## config.mk

```make
export PLATFORM = sky130hd
export DESIGN_NAME = polyline_segment_decimator
export DESIGN_NICKNAME = d
export VERILOG_FILES = /design/src/rtl/core/psd_pkg.sv /design/src/rtl/core/polyline_segment_decimator.sv
export SDC_FILE = /design/constraint.sdc
export NUM_CORES = 2
export LEC_CHECK = 0
export ABC_AREA = 1
export BUFFER_PORTS_ARGS = -buffer_cell sky130_fd_sc_hd__buf_2
export CAP_MARGIN = 30
export CORE_MARGIN = 5
export CORE_UTILIZATION = 35
export CTS_BUF_LIST = sky130_fd_sc_hd__clkbuf_16
export DETAILED_ROUTE_END_ITERATION = 7
export PLACE_DENSITY_LB_ADDON = 0.08
export SLEW_MARGIN = 20
export SYNTH_ARGS = -nofsm -noshare
export SYNTH_HDL_FRONTEND = slang
export SYNTH_SLANG_ARGS = --single-unit
```

## constraint.sdc

```tcl
create_clock -name clk -period 8.04 [get_ports clk]
set_clock_uncertainty 0.2 [all_clocks]
set_input_delay 0 -clock clk [delete_from_list [all_inputs] [get_ports clk]]
set_output_delay 0 -clock clk [all_outputs]
set_load 0.03 [all_outputs]
```

## src/rtl/core/psd_pkg.sv

```systemverilog
// ----------------------------------------------------------------------------
// psd_pkg
// Shared types, register map, code values and helpers for the polyline
// segment decimator.
// ----------------------------------------------------------------------------
package psd_pkg;

  localparam int COORD_BITS_DEF = 28;
  localparam int SQ_BITS        = 59;
  localparam int DIST_BITS      = 29;
  localparam int SPACING_BITS   = 48;
  localparam int LIMIT_BITS     = 8;
  localparam int KIND_BITS      = 8;
  localparam int IDENT_BITS     = 16;
  localparam int CLASS_BITS     = 2;
  localparam int ADDR_BITS      = 6;
  localparam int DATA_BITS      = 64;

  localparam logic [SQ_BITS-1:0]      SQ_MAX   = '1;
  localparam logic [DIST_BITS-1:0]    DIST_MAX = '1;
  localparam logic [SQ_BITS-1:0]      ROOT_TOP = {1'b1, (SQ_BITS-1)'(0)};

  localparam logic [SPACING_BITS-1:0] SPACING_RESET = 48'd1573519;
  localparam logic [LIMIT_BITS-1:0]   LIMIT_RESET   = 8'd10;

  localparam logic [2:0] REG_SPACING = 3'd0;
  localparam logic [2:0] REG_EGO_X   = 3'd1;
  localparam logic [2:0] REG_EGO_Y   = 3'd2;
  localparam logic [2:0] REG_LIMIT   = 3'd3;
  localparam logic [2:0] REG_MODE    = 3'd4;

  localparam logic [KIND_BITS-1:0] KIND_DASHED = 8'd1;
  localparam logic [KIND_BITS-1:0] KIND_EDGE   = 8'd5;

  localparam logic [CLASS_BITS-1:0] CLASS_DASHED   = 2'd0;
  localparam logic [CLASS_BITS-1:0] CLASS_SOLID    = 2'd1;
  localparam logic [CLASS_BITS-1:0] CLASS_EDGE     = 2'd2;
  localparam logic [CLASS_BITS-1:0] CLASS_PROPOSAL = 2'd3;

  typedef enum logic [3:0] {
    S_IDLE,
    S_DIFF_P,
    S_MUL_PX,
    S_MUL_PY,
    S_CHECK,
    S_MUL_EX,
    S_MUL_EY,
    S_UPDATE,
    S_ROOT,
    S_EMIT
  } state_t;

  function automatic logic [CLASS_BITS-1:0] kind_class(input logic [KIND_BITS-1:0] kind);
    logic [CLASS_BITS-1:0] c;
    priority if (kind == KIND_DASHED) begin
      c = CLASS_DASHED;
    end else if (kind == KIND_EDGE) begin
      c = CLASS_EDGE;
    end else begin
      c = CLASS_SOLID;
    end
    return c;
  endfunction

endpackage

```

## src/rtl/core/polyline_segment_decimator.sv

```systemverilog
// ----------------------------------------------------------------------------
// polyline_segment_decimator
// Thins the points of a line by spacing and emits grouped segment nodes.
// ----------------------------------------------------------------------------
// Points are taken one at a time and handled by a small sequencer around one
// shared subtract-and-square unit: dropped points end at the spacing check,
// a line's first point after its ego distance, a kept point once its node
// is emitted, and a point that closes its group runs the bit-per-cycle
// square root of the group's least ego distance first. The squarings of a
// point (two if it is dropped, four otherwise) go through the one multiplier
// in turn. A finished node sits in the output register while the next point
// is taken; the block stalls only if a second node is ready before the first
// is taken. Registers are at byte address 8*i, 64-bit data.
module polyline_segment_decimator #(
  parameter int COORD_BITS = psd_pkg::COORD_BITS_DEF
) (
  input  logic                                  clk,
  input  logic                                  rst,
  input  logic                                  psel,
  input  logic                                  penable,
  input  logic                                  pwrite,
  input  logic [psd_pkg::ADDR_BITS-1:0]         paddr,
  input  logic [psd_pkg::DATA_BITS-1:0]         pwdata,
  output logic [psd_pkg::DATA_BITS-1:0]         prdata,
  output logic                                  pready,
  input  logic                                  point_valid,
  output logic                                  point_ready,
  input  logic signed [COORD_BITS-1:0]          point_x,
  input  logic signed [COORD_BITS-1:0]          point_y,
  input  logic                                  end_of_line,
  input  logic [psd_pkg::KIND_BITS-1:0]         line_kind,
  input  logic [psd_pkg::IDENT_BITS-1:0]        line_ident,
  output logic                                  node_valid,
  input  logic                                  node_ready,
  output logic signed [COORD_BITS-1:0]          start_x,
  output logic signed [COORD_BITS-1:0]          start_y,
  output logic signed [COORD_BITS-1:0]          end_x,
  output logic signed [COORD_BITS-1:0]          end_y,
  output logic [psd_pkg::CLASS_BITS-1:0]        line_class,
  output logic [psd_pkg::IDENT_BITS-1:0]        node_ident,
  output logic                                  group_last,
  output logic [psd_pkg::DIST_BITS-1:0]         group_min_dist
);

  localparam int MAG_BITS  = COORD_BITS + 1;
  localparam int PROD_BITS = 2 * MAG_BITS;
  localparam int SUM_BITS  = (PROD_BITS + 1 > psd_pkg::SQ_BITS + 1) ?
                             PROD_BITS + 1 : psd_pkg::SQ_BITS + 1;
  localparam int SQ_BITS   = psd_pkg::SQ_BITS;

  psd_pkg::state_t state, state_next;

  logic [psd_pkg::SPACING_BITS-1:0] spacing_sq;
  logic signed [COORD_BITS-1:0]     ego_x;
  logic signed [COORD_BITS-1:0]     ego_y;
  logic [psd_pkg::LIMIT_BITS-1:0]   group_limit;
  logic                             mode;

  logic signed [COORD_BITS-1:0]     pt_x;
  logic signed [COORD_BITS-1:0]     pt_y;
  logic                             pt_eol;
  logic [psd_pkg::KIND_BITS-1:0]    pt_kind;
  logic [psd_pkg::IDENT_BITS-1:0]   pt_ident;

  logic signed [COORD_BITS-1:0]     prev_x;
  logic signed [COORD_BITS-1:0]     prev_y;
  logic                             awaiting_start;
  logic [psd_pkg::LIMIT_BITS-1:0]   nodes_in_group;
  logic [SQ_BITS-1:0]               group_min_sq;

  logic [MAG_BITS-1:0]              mag;
  logic [PROD_BITS-1:0]             sq_a;
  logic [PROD_BITS-1:0]             sq_b;
  logic                             close_flag;
  logic [SQ_BITS-1:0]               root_rem;
  logic [SQ_BITS-1:0]               root_res;
  logic [SQ_BITS-1:0]               root_bit;

  logic [COORD_BITS-1:0]            op_a;
  logic [COORD_BITS-1:0]            op_b;
  logic [MAG_BITS-1:0]              diff;
  logic [MAG_BITS-1:0]              mag_next;
  logic [PROD_BITS-1:0]             prod;
  logic [SUM_BITS-1:0]              sum;
  logic [SQ_BITS-1:0]               sq_sat;
  logic [SQ_BITS-1:0]               min_next;
  logic [psd_pkg::LIMIT_BITS-1:0]   count_next;
  logic                             close_next;
  logic                             skip;
  logic [SQ_BITS:0]                 trial;
  logic                             take;
  logic                             root_done;
  logic [psd_pkg::DIST_BITS-1:0]    dist_sat;
  logic                             load_out;
  logic                             cfg_wr;

  // shared subtract and square unit
  always_comb begin
    unique case (state)
      psd_pkg::S_DIFF_P: begin
        op_a = pt_x;
        op_b = prev_x;
      end
      psd_pkg::S_MUL_PX: begin
        op_a = pt_y;
        op_b = prev_y;
      end
      psd_pkg::S_CHECK: begin
        op_a = pt_x;
        op_b = ego_x;
      end
      psd_pkg::S_MUL_EX: begin
        op_a = pt_y;
        op_b = ego_y;
      end
      default: begin
        op_a = pt_x;
        op_b = prev_x;
      end
    endcase
  end

  assign diff     = {op_a[COORD_BITS-1], op_a} - {op_b[COORD_BITS-1], op_b};
  assign mag_next = diff[MAG_BITS-1] ? MAG_BITS'(-diff) : diff;
  assign prod     = PROD_BITS'(mag) * PROD_BITS'(mag);
  assign sum      = SUM_BITS'(sq_a) + SUM_BITS'(sq_b);
  assign sq_sat   = (sum > SUM_BITS'(psd_pkg::SQ_MAX)) ? psd_pkg::SQ_MAX
                                                        : sum[SQ_BITS-1:0];

  assign skip       = !awaiting_start && !pt_eol && (sq_sat <= SQ_BITS'(spacing_sq));
  assign min_next   = (sq_sat < group_min_sq) ? sq_sat : group_min_sq;
  assign count_next = (nodes_in_group != '1) ? nodes_in_group + 1'b1 : nodes_in_group;
  assign close_next = pt_eol || ((group_limit != '0) && (count_next >= group_limit));

  // one result bit per cycle
  assign trial     = (SQ_BITS + 1)'(root_res) + (SQ_BITS + 1)'(root_bit);
  assign take      = {1'b0, root_rem} >= trial;
  assign root_done = root_bit[0];
  assign dist_sat  = (root_res > SQ_BITS'(psd_pkg::DIST_MAX)) ? psd_pkg::DIST_MAX
                                                              : root_res[psd_pkg::DIST_BITS-1:0];

  assign load_out = (state == psd_pkg::S_EMIT) && (!node_valid || node_ready);
  assign cfg_wr   = psel && penable && pwrite;
  assign pready   = 1'b1;

  always_ff @(posedge clk) begin
    if (rst) begin
      state <= psd_pkg::S_IDLE;
    end else begin
      state <= state_next;
    end
  end

  always_comb begin
    state_next  = state;
    point_ready = 1'b0;
    unique case (state)
      psd_pkg::S_IDLE: begin
        point_ready = 1'b1;
        if (point_valid) begin
          state_next = psd_pkg::S_DIFF_P;
        end
      end
      psd_pkg::S_DIFF_P: state_next = psd_pkg::S_MUL_PX;
      psd_pkg::S_MUL_PX: state_next = psd_pkg::S_MUL_PY;
      psd_pkg::S_MUL_PY: state_next = psd_pkg::S_CHECK;
      psd_pkg::S_CHECK: begin
        state_next = skip ? psd_pkg::S_IDLE : psd_pkg::S_MUL_EX;
      end
      psd_pkg::S_MUL_EX: state_next = psd_pkg::S_MUL_EY;
      psd_pkg::S_MUL_EY: state_next = psd_pkg::S_UPDATE;
      psd_pkg::S_UPDATE: begin
        if (awaiting_start) begin
          state_next = psd_pkg::S_IDLE;
        end else if (close_next) begin
          state_next = psd_pkg::S_ROOT;
        end else begin
          state_next = psd_pkg::S_EMIT;
        end
      end
      psd_pkg::S_ROOT: begin
        if (root_done) begin
          state_next = psd_pkg::S_EMIT;
        end
      end
      psd_pkg::S_EMIT: begin
        if (load_out) begin
          state_next = psd_pkg::S_IDLE;
        end
      end
      default: state_next = psd_pkg::S_IDLE;
    endcase
  end

  // datapath
  always_ff @(posedge clk) begin
    if (state == psd_pkg::S_IDLE && point_valid) begin
      pt_x     <= point_x;
      pt_y     <= point_y;
      pt_eol   <= end_of_line;
      pt_kind  <= line_kind;
      pt_ident <= line_ident;
    end
    if (state == psd_pkg::S_DIFF_P || state == psd_pkg::S_MUL_PX ||
        state == psd_pkg::S_CHECK  || state == psd_pkg::S_MUL_EX) begin
      mag <= mag_next;
    end
    if (state == psd_pkg::S_MUL_PX || state == psd_pkg::S_MUL_EX) begin
      sq_a <= prod;
    end
    if (state == psd_pkg::S_MUL_PY || state == psd_pkg::S_MUL_EY) begin
      sq_b <= prod;
    end
    if (state == psd_pkg::S_UPDATE) begin
      close_flag <= close_next;
      root_rem   <= min_next;
      root_res   <= '0;
      root_bit   <= psd_pkg::ROOT_TOP;
    end
    if (state == psd_pkg::S_ROOT) begin
      if (take) begin
        root_rem <= root_rem - trial[SQ_BITS-1:0];
        root_res <= (root_res >> 1) + root_bit;
      end else begin
        root_res <= root_res >> 1;
      end
      root_bit <= root_bit >> 2;
    end
    if (load_out) begin
      start_x        <= prev_x;
      start_y        <= prev_y;
      end_x          <= pt_x;
      end_y          <= pt_y;
      line_class     <= mode ? psd_pkg::CLASS_PROPOSAL : psd_pkg::kind_class(pt_kind);
      node_ident     <= mode ? pt_ident : '0;
      group_last     <= close_flag;
      group_min_dist <= close_flag ? dist_sat : '0;
    end
  end

  // line and group state
  always_ff @(posedge clk) begin
    if (rst) begin
      node_valid     <= 1'b0;
      prev_x         <= '0;
      prev_y         <= '0;
      awaiting_start <= 1'b1;
      nodes_in_group <= '0;
      group_min_sq   <= psd_pkg::SQ_MAX;
    end else begin
      if (load_out) begin
        node_valid <= 1'b1;
      end else if (node_ready) begin
        node_valid <= 1'b0;
      end
      if (state == psd_pkg::S_UPDATE) begin
        if (awaiting_start) begin
          prev_x <= pt_x;
          prev_y <= pt_y;
          if (pt_eol) begin
            nodes_in_group <= '0;
            group_min_sq   <= psd_pkg::SQ_MAX;
          end else begin
            awaiting_start <= 1'b0;
            group_min_sq   <= min_next;
          end
        end else begin
          nodes_in_group <= count_next;
          group_min_sq   <= min_next;
        end
      end
      if (load_out) begin
        prev_x <= pt_x;
        prev_y <= pt_y;
        if (close_flag) begin
          nodes_in_group <= '0;
          group_min_sq   <= psd_pkg::SQ_MAX;
        end
        if (pt_eol) begin
          awaiting_start <= 1'b1;
        end
      end
    end
  end

  // configuration registers
  always_ff @(posedge clk) begin
    if (rst) begin
      spacing_sq  <= psd_pkg::SPACING_RESET;
      ego_x       <= '0;
      ego_y       <= '0;
      group_limit <= psd_pkg::LIMIT_RESET;
      mode        <= 1'b0;
    end else if (cfg_wr) begin
      case (paddr[psd_pkg::ADDR_BITS-1:3])
        psd_pkg::REG_SPACING: spacing_sq  <= pwdata[psd_pkg::SPACING_BITS-1:0];
        psd_pkg::REG_EGO_X:   ego_x       <= pwdata[COORD_BITS-1:0];
        psd_pkg::REG_EGO_Y:   ego_y       <= pwdata[COORD_BITS-1:0];
        psd_pkg::REG_LIMIT:   group_limit <= pwdata[psd_pkg::LIMIT_BITS-1:0];
        psd_pkg::REG_MODE:    mode        <= pwdata[0];
        default: ;
      endcase
    end
  end

  always_comb begin
    case (paddr[psd_pkg::ADDR_BITS-1:3])
      psd_pkg::REG_SPACING: prdata = psd_pkg::DATA_BITS'(spacing_sq);
      psd_pkg::REG_EGO_X:   prdata = psd_pkg::DATA_BITS'(unsigned'(ego_x));
      psd_pkg::REG_EGO_Y:   prdata = psd_pkg::DATA_BITS'(unsigned'(ego_y));
      psd_pkg::REG_LIMIT:   prdata = psd_pkg::DATA_BITS'(group_limit);
      psd_pkg::REG_MODE:    prdata = psd_pkg::DATA_BITS'(mode);
      default:              prdata = '0;
    endcase
  end

endmodule

```

# Word-level counts from Yosys, hierarchy flattened
# Index checks and enable logic that the tools add are counted.
# classes
n_addsub	7
n_mul	1
muxes	49
magnitude_cmp	6
n_eq_ne	19
reduce_logical	32
# op_table
op	n
$mux W59	13
$pmux W48 S5	1
$mux W28	8
$mux W57	2
$pmux W28 S3	1
$add A59 B59 Y60	1
$ge A59 B60 Y1	1
$add A58 B58 Y59	1
$add A58 B59 Y59	1
$gt A59 B29 Y1 const B	1
$gt A59 B59 Y1 const B	1
$le A59 B48 Y1	1
$lt A59 B59 Y1	1
$sub A59 B59 Y59	1
$mul A29 B29 Y58	1
$mux W8	6
$pmux W4 S10	1
$mux W29	1
$neg A29 Y29	1
$sub A28 B28 Y29	1
$eq A4 B3 Y1 const B	4
$mux W4	4
$reduce_and A2 Y1	6
$mux W1	9
other kinds (23)	46
# word_totals
input_bits	158
reg_bits	777
word_cells	148
out_inout_bits	227

# Depth between registers and ports, before layout
# logic_depth
ltp_word	10
depth_mapped	34
mapped_depth_nobuf	34

# Least setup slack after synthesis
# No wires, ideal clock.
# synth_timing
path_type	register to register
from	register mag[15]
to	register sq_a[46] (data pin)
t_required_ns	7.576
setup_ns	0.264
path_slack_ns	0.483
synth_period_minus_slack_ns	7.557
arrival_ns	7.093
stages_incl_launch_ff	24
path_buffers	2
cell_sequence	edfxtp_1 > clkbuf_1 > clkbuf_1 > nand2_1 > fa_1 > inv_1 > fa_1 > fa_1 > fa_1 > inv_1 > fa_1 > inv_1 > fa_1 > fa_1 > fa_1 > ha_1 > nand2_1 > nor2_1 > nand2_1 > o311ai_0 > a21boi_0 > o21ai_0 > a21oi_1 > xnor2_1
# synth_via
elab_chain_len	1
# synth_lines
item	line	rtl
start: declaration	polyline_segment_decimator.sv:71	logic [MAG_BITS-1:0] mag;
start signal: assignment	polyline_segment_decimator.sv:206	mag <= mag_next;
$mul A29 B29 Y58	polyline_segment_decimator.sv:125	assign prod = PROD_BITS'(mag) * PROD_BITS'(mag);
net prod[46]	polyline_segment_decimator.sv:83	logic [PROD_BITS-1:0] prod;
end signal: assignment	polyline_segment_decimator.sv:209	sq_a <= prod;
end: declaration	polyline_segment_decimator.sv:72	logic [PROD_BITS-1:0] sq_a;
# The timed path passes the listed nets, and every way through them passes these cells.
# A chain may end at the register's enable or synchronous reset.

# Worst setup path after layout
# layout_timing
from	register mag[4]
to	register sq_b[46] (data pin)
# layout_via
elab_chain_len	1
# layout_lines
item	line	rtl
$mul A29 B29 Y58	polyline_segment_decimator.sv:125	
net prod[46]	polyline_segment_decimator.sv:83	
end signal: assignment	polyline_segment_decimator.sv:212	sq_b <= prod;
end: declaration	polyline_segment_decimator.sv:73	logic [PROD_BITS-1:0] sq_b;
# The timed path passes the listed nets, and every way through them passes these cells.

==> impl.org <==
** Clocking
- Root Driver :: sky130_fd_sc_hd__clkbuf_16
- The clock drives just under 800 sinks.
- The clock tree synthesis step divided the H-tree into 3 levels.
- Cts bufs inserted :: 96
- Worst skew pair latency :: 0.75 ns
- TritonCTS built the clock tree.
- CTS max path bufs :: 3
- After clock tree synthesis, the clock-pin slew on the worst setup and hold paths is roughly 0.060 ns.

** Hold path
- Along the worst hold path, the cell count comes to 6.
- Worst min-delay path startpoint :: point_valid
- HP Class :: primary input to flip-flop
- The worst hold path terminates at state[0].

** Yosys
- By area the synthesized netlist is led by sky130_fd_sc_hd__edfxtp_1, sky130_fd_sc_hd__fa_1, sky130_fd_sc_hd__ha_1, sky130_fd_sc_hd__nand2_1, sky130_fd_sc_hd__inv_1.
- Number of enable flip-flop cells after synthesis :: 473
- Register bit total from synthesis :: 775
- Post-synthesis sequential area ratio :: 28.1%
- Prevailing post-synth register cell :: sky130_fd_sc_hd__edfxtp_1
- Area leader, netlist :: sky130_fd_sc_hd__edfxtp_1
- For this run, asynchronously set or reset flops after synthesis account for 0%.
- Warnings, synthesis :: 0
- Post-synth cell types :: 59
- Yosys top cell area share :: about 20%
- Averaged over all synthesized cells, the footprint is around 8 µm².
- Netlist area before placement :: between 70000 and 80000 µm²
- Synthesis produced roughly 9000 cells.

** Route
- The routed layout has approximately 61000 vias.
- The count of nets left with antenna violations once routing finished came out at 0.
- First DRT Iteration DRCs :: between 4000 and 5000
- Final WL :: 252000 µm
- The pre-antenna-repair detailed-routing pass consisted of 8 iterations.
- After detailed routing, the number of vias per cell comes to between 4 and 5.
- After detailed routing, the average wire length per cell comes to 20.3 µm.
- In the routed design, unresolved DRC markers number 0.

** Worst setup path
- Walking the worst path, the cells encountered are buf_4, nand2_1, inv_1, fa_1, fa_1, fa_1, inv_1, fa_1, fa_1, inv_1, fa_1, fa_1, fa_1, ha_1, nand2_1, nor2_1, nand2_1, o311ai_0, buf_4, a21boi_0, o21ai_1, a21oi_1, xnor2_1.
- For the worst setup path, the data arrival time is about 7.9 ns.
- On the worst path, the slowest cell contributes a delay of a little under 0.6 ns.
- Among all stages on the critical path, the largest delay is contributed by sky130_fd_sc_hd__fa_1.
- In this run the register-to-register setup slack is 0.36 ns.
- Category of the critical setup timing path :: flip-flop to flip-flop
- Top cell by count, worst path :: sky130_fd_sc_hd__fa_1
- Data on the critical path is required at its endpoint by about 8.3 ns.
- Measured in cells, the most critical reg-to-reg path has a length of 23.
- The worst setup path is launched from a flip-flop.
- The endpoint identified for the worst register-to-register timing path is sq_b[46].
- Origin of the critical flop-to-flop path :: mag[4]
- Along the worst path, the maximum fanout reaches 13.
- STA classifies the critical path endpoint as a flip-flop.

** Die
- In this run the horizontal extent of the chip is roughly 460 µm.
- Count of boundary I/O pins :: roughly 390
- Total Die Area :: ~220000 µm²
- The die is 464 µm tall.
- Standard-cell rows :: ~170
- Core box area :: around 200000 µm²
- Initial standard-cell utilization of the core :: 35.2%

** Global routing
- Maximum number of pins on one net before global-route repair :: 94
- Initial antenna violation count :: 2
- The number of global-route vias before repair is just over 60000.
- Global routing consumed, over all layers together, between 20% and 30% of the routing resources.
- After global routing the overflow that remains totals 0.
- The first global-routing pass estimated around 380000 µm of wire.

** Timing
- Share of the clock period used by the worst path :: a little over nine tenths
- Setup repair after global routing left no endpoint under its margin.
- Final Hold Vio Count :: 0
- For the pin with the worst max-slew slack, the measured transition is approximately 1.0 ns.
- Setup violations remaining at the end of the flow were counted as 0.
- Measured against its own limit, the worst slew margin works out to around 29%.
- For this run, the top clock speed supported by timing is between 100 and 150 MHz.
- The worst path needs slightly below 8 ns of the cycle, external delays included.
- The number of pins exceeding their max-slew limit in the final report came to 0.

** Layout
- Cells fill 40.8% of the core in the end.
- The finished cells cover 83600 µm².
- For this run, the post-layout net count is approximately 11000.
- Fill cell instance count of the final layout :: roughly 21000
- Layout cells sized above 1 :: 7.16%
- From synthesis to final layout, the design area changed by 15.9%.

** Placement
- Final weighted congestion in routability-driven placement :: a little over 0.9
- Placed cell area :: 77300 µm²
- Detailed placement finished with a half-perimeter wire length of between 200000 and 250000 µm.
- I/O Buffers :: ~350

** Job
- The tool flagged a number of max-cap violations equal to 0.

** Outcome
- Result of the run :: finished, final reports clean
==> synth_stat cells, types with 186 or more instances <==
library cell               count
sky130_fd_sc_hd__a21oi_1     602
sky130_fd_sc_hd__clkbuf_1    189
sky130_fd_sc_hd__dfxtp_1     302
sky130_fd_sc_hd__edfxtp_1    473
sky130_fd_sc_hd__fa_1        652
sky130_fd_sc_hd__ha_1        571
sky130_fd_sc_hd__inv_1      1789
sky130_fd_sc_hd__nand2_1    1896
sky130_fd_sc_hd__nand3_1     208
sky130_fd_sc_hd__nor2_1      804
sky130_fd_sc_hd__o21ai_0     470
sky130_fd_sc_hd__xor2_1      186
==> flip-flops by register name, summed over array words and instances (netlist names), 16 cells and up <==
signal          flops
sq_a               57
pt_y               28
node_ident         16
end_y              28
end_x              28
ego_y              28
ego_x              28
pt_x               28
spacing_sq         48
pt_ident           16
sq_b               57
start_y            28
root_rem           59
root_res           59
prev_x             28
group_min_dist     29
start_x            28
group_min_sq       59
mag                29
prev_y             28
root_bit           30
==> how the worst max path moves through the flow <==
stage | from | end | slack [ns] | depth (start not counted)
2_1_floorplan | mag[15] | sq_a[46] | 0.48 | 23
3_3_place_gp | mag[3] | sq_a[31] | 0.03 | 21
3_5_place_dp | mag[3] | sq_b[46] | -0.02 | 21
4_1_cts | mag[3] | sq_b[46] | 0.008 | 21
5_1_grt | mag[4] | sq_b[46] | 0.02 | 23
6_report | mag[4] | sq_b[46] | 0.36 | 23
==> layout make-up <==
| cell class | count | area, µm² | area share (%) |
|---|---|---|---|
| Clock inverter | 82 | 852 | 1.02 |
| Timing Repair Buffer | 770 | 5890 | 7.05 |
| Multi-Input combinational cell | 6173 | 44000 | 52.7 |
| Tap cell | 2688 | 3360 | 4.02 |
| Inverter | 1798 | 6760 | 8.09 |
| Antenna cell | 1 | 2.50 | 0.00299 |
| Clock buffer | 97 | 2430 | 2.90 |
| Sequential cell | 775 | 20200 | 24.2 |
==> kinds of logic after synthesis <==
kind of cell | share of synthesized area, %
and+or+nand+nor | 17.5
buffers and inverters | 11.1
AOI/OAI and AO/OA | 11.4
adders and majority gates | 28.0
DFF | 28.1
xor gates and xnor gates | 3.91
muxes | 0.0434
other | 0.0104
==> through the flow <==
stage	hold slack [ns]	worst slack [ns]	setup TNS [ns]	std cells
after CTS	0.0354	0.00818	0	12400
after global placement	-0.0229	0.0327	0	11900
after global routing	0.100	0.0223	0	12400
final	0.0981	0.357	0	12400
after floorplan	-0.101	0.483	0	9029
after detailed placement	-0.0219	-0.0170	-0.0339	11900
==> per-layer routing <==
metal / routed length (µm) / vias to the layer above / share of wire [%] / global-route usage (%)
li1: - / 29900 / - / -
met1: 117000 / 29700 / 46 / 31.9
met2: 120000 / 1295 / 48 / 39.1
met3: 10400 / 232 / 4.1 / 2.39
met4: 4760 / 0 / 1.9 / 4.56
met5: 0 / - / 0 / 0
==> cells in the final DEF, fill, tap and decap left out, types with 10 or more instances in the layout <==
cell / synthesis / routed
sky130_fd_sc_hd__or2_2: 15 / 15
sky130_fd_sc_hd__o21bai_1: 34 / 34
sky130_fd_sc_hd__a221oi_1: 19 / 19
sky130_fd_sc_hd__a31oi_1: 61 / 60
sky130_fd_sc_hd__o21ai_0: 470 / 466
sky130_fd_sc_hd__nand4_1: 107 / 107
sky130_fd_sc_hd__clkinv_1: 5 / 16
sky130_fd_sc_hd__edfxtp_1: 473 / 473
sky130_fd_sc_hd__buf_4: 24 / 113
sky130_fd_sc_hd__nand2_1: 1896 / 1891
sky130_fd_sc_hd__xnor2_1: 136 / 136
sky130_fd_sc_hd__o221ai_1: 23 / 23
sky130_fd_sc_hd__ha_1: 571 / 571
sky130_fd_sc_hd__o21ai_1: 32 / 35
sky130_fd_sc_hd__o22ai_1: 11 / 10
sky130_fd_sc_hd__o21a_1: 22 / 22
sky130_fd_sc_hd__a21o_1: 24 / 24
sky130_fd_sc_hd__fa_1: 652 / 652
sky130_fd_sc_hd__nor4_1: 27 / 27
sky130_fd_sc_hd__bufinv_16: 0 / 12
sky130_fd_sc_hd__dfxtp_1: 302 / 302
sky130_fd_sc_hd__nor2_1: 804 / 796
sky130_fd_sc_hd__o211ai_1: 91 / 91
sky130_fd_sc_hd__conb_1: 2 / 17
sky130_fd_sc_hd__a211oi_1: 10 / 10
sky130_fd_sc_hd__a21boi_0: 29 / 29
sky130_fd_sc_hd__clkbuf_16: 0 / 97
sky130_fd_sc_hd__nor3_1: 59 / 56
sky130_fd_sc_hd__xor2_1: 186 / 186
sky130_fd_sc_hd__a21oi_1: 602 / 602
sky130_fd_sc_hd__clkinv_2: 0 / 17
sky130_fd_sc_hd__buf_2: 13 / 348
sky130_fd_sc_hd__dlygate4sd3_1: 0 / 284
sky130_fd_sc_hd__buf_12: 0 / 21
sky130_fd_sc_hd__inv_1: 1789 / 1805
sky130_fd_sc_hd__nand3_1: 208 / 207
==> critical path: cells and delay by family (launching register included) <==
family	cells	cell delay, ns
AOI/OAI and AO/OA	4	1.00
buffers and inverters	5	0.65
and+or+nand+nor	4	0.52
adders and majority gates	9	4.38
xor gates and xnor gates	1	0.16
DFF	1	0.53
==> what timing repair did <==
| item | 4_1_cts | 5_1_grt |
|---|---|---|
| setup endpoints to repair | 0 | 35 |
| gates resized for setup | 0 | 9 |
| buffers inserted | 0 | 12 |
| endpoints found under the hold margin | 226 | 0 |
| hold buffers | 284 | 0 |
Power is not shown: default switching activity piles up to over one toggle a cycle in this logic, so the estimate is an artifact.
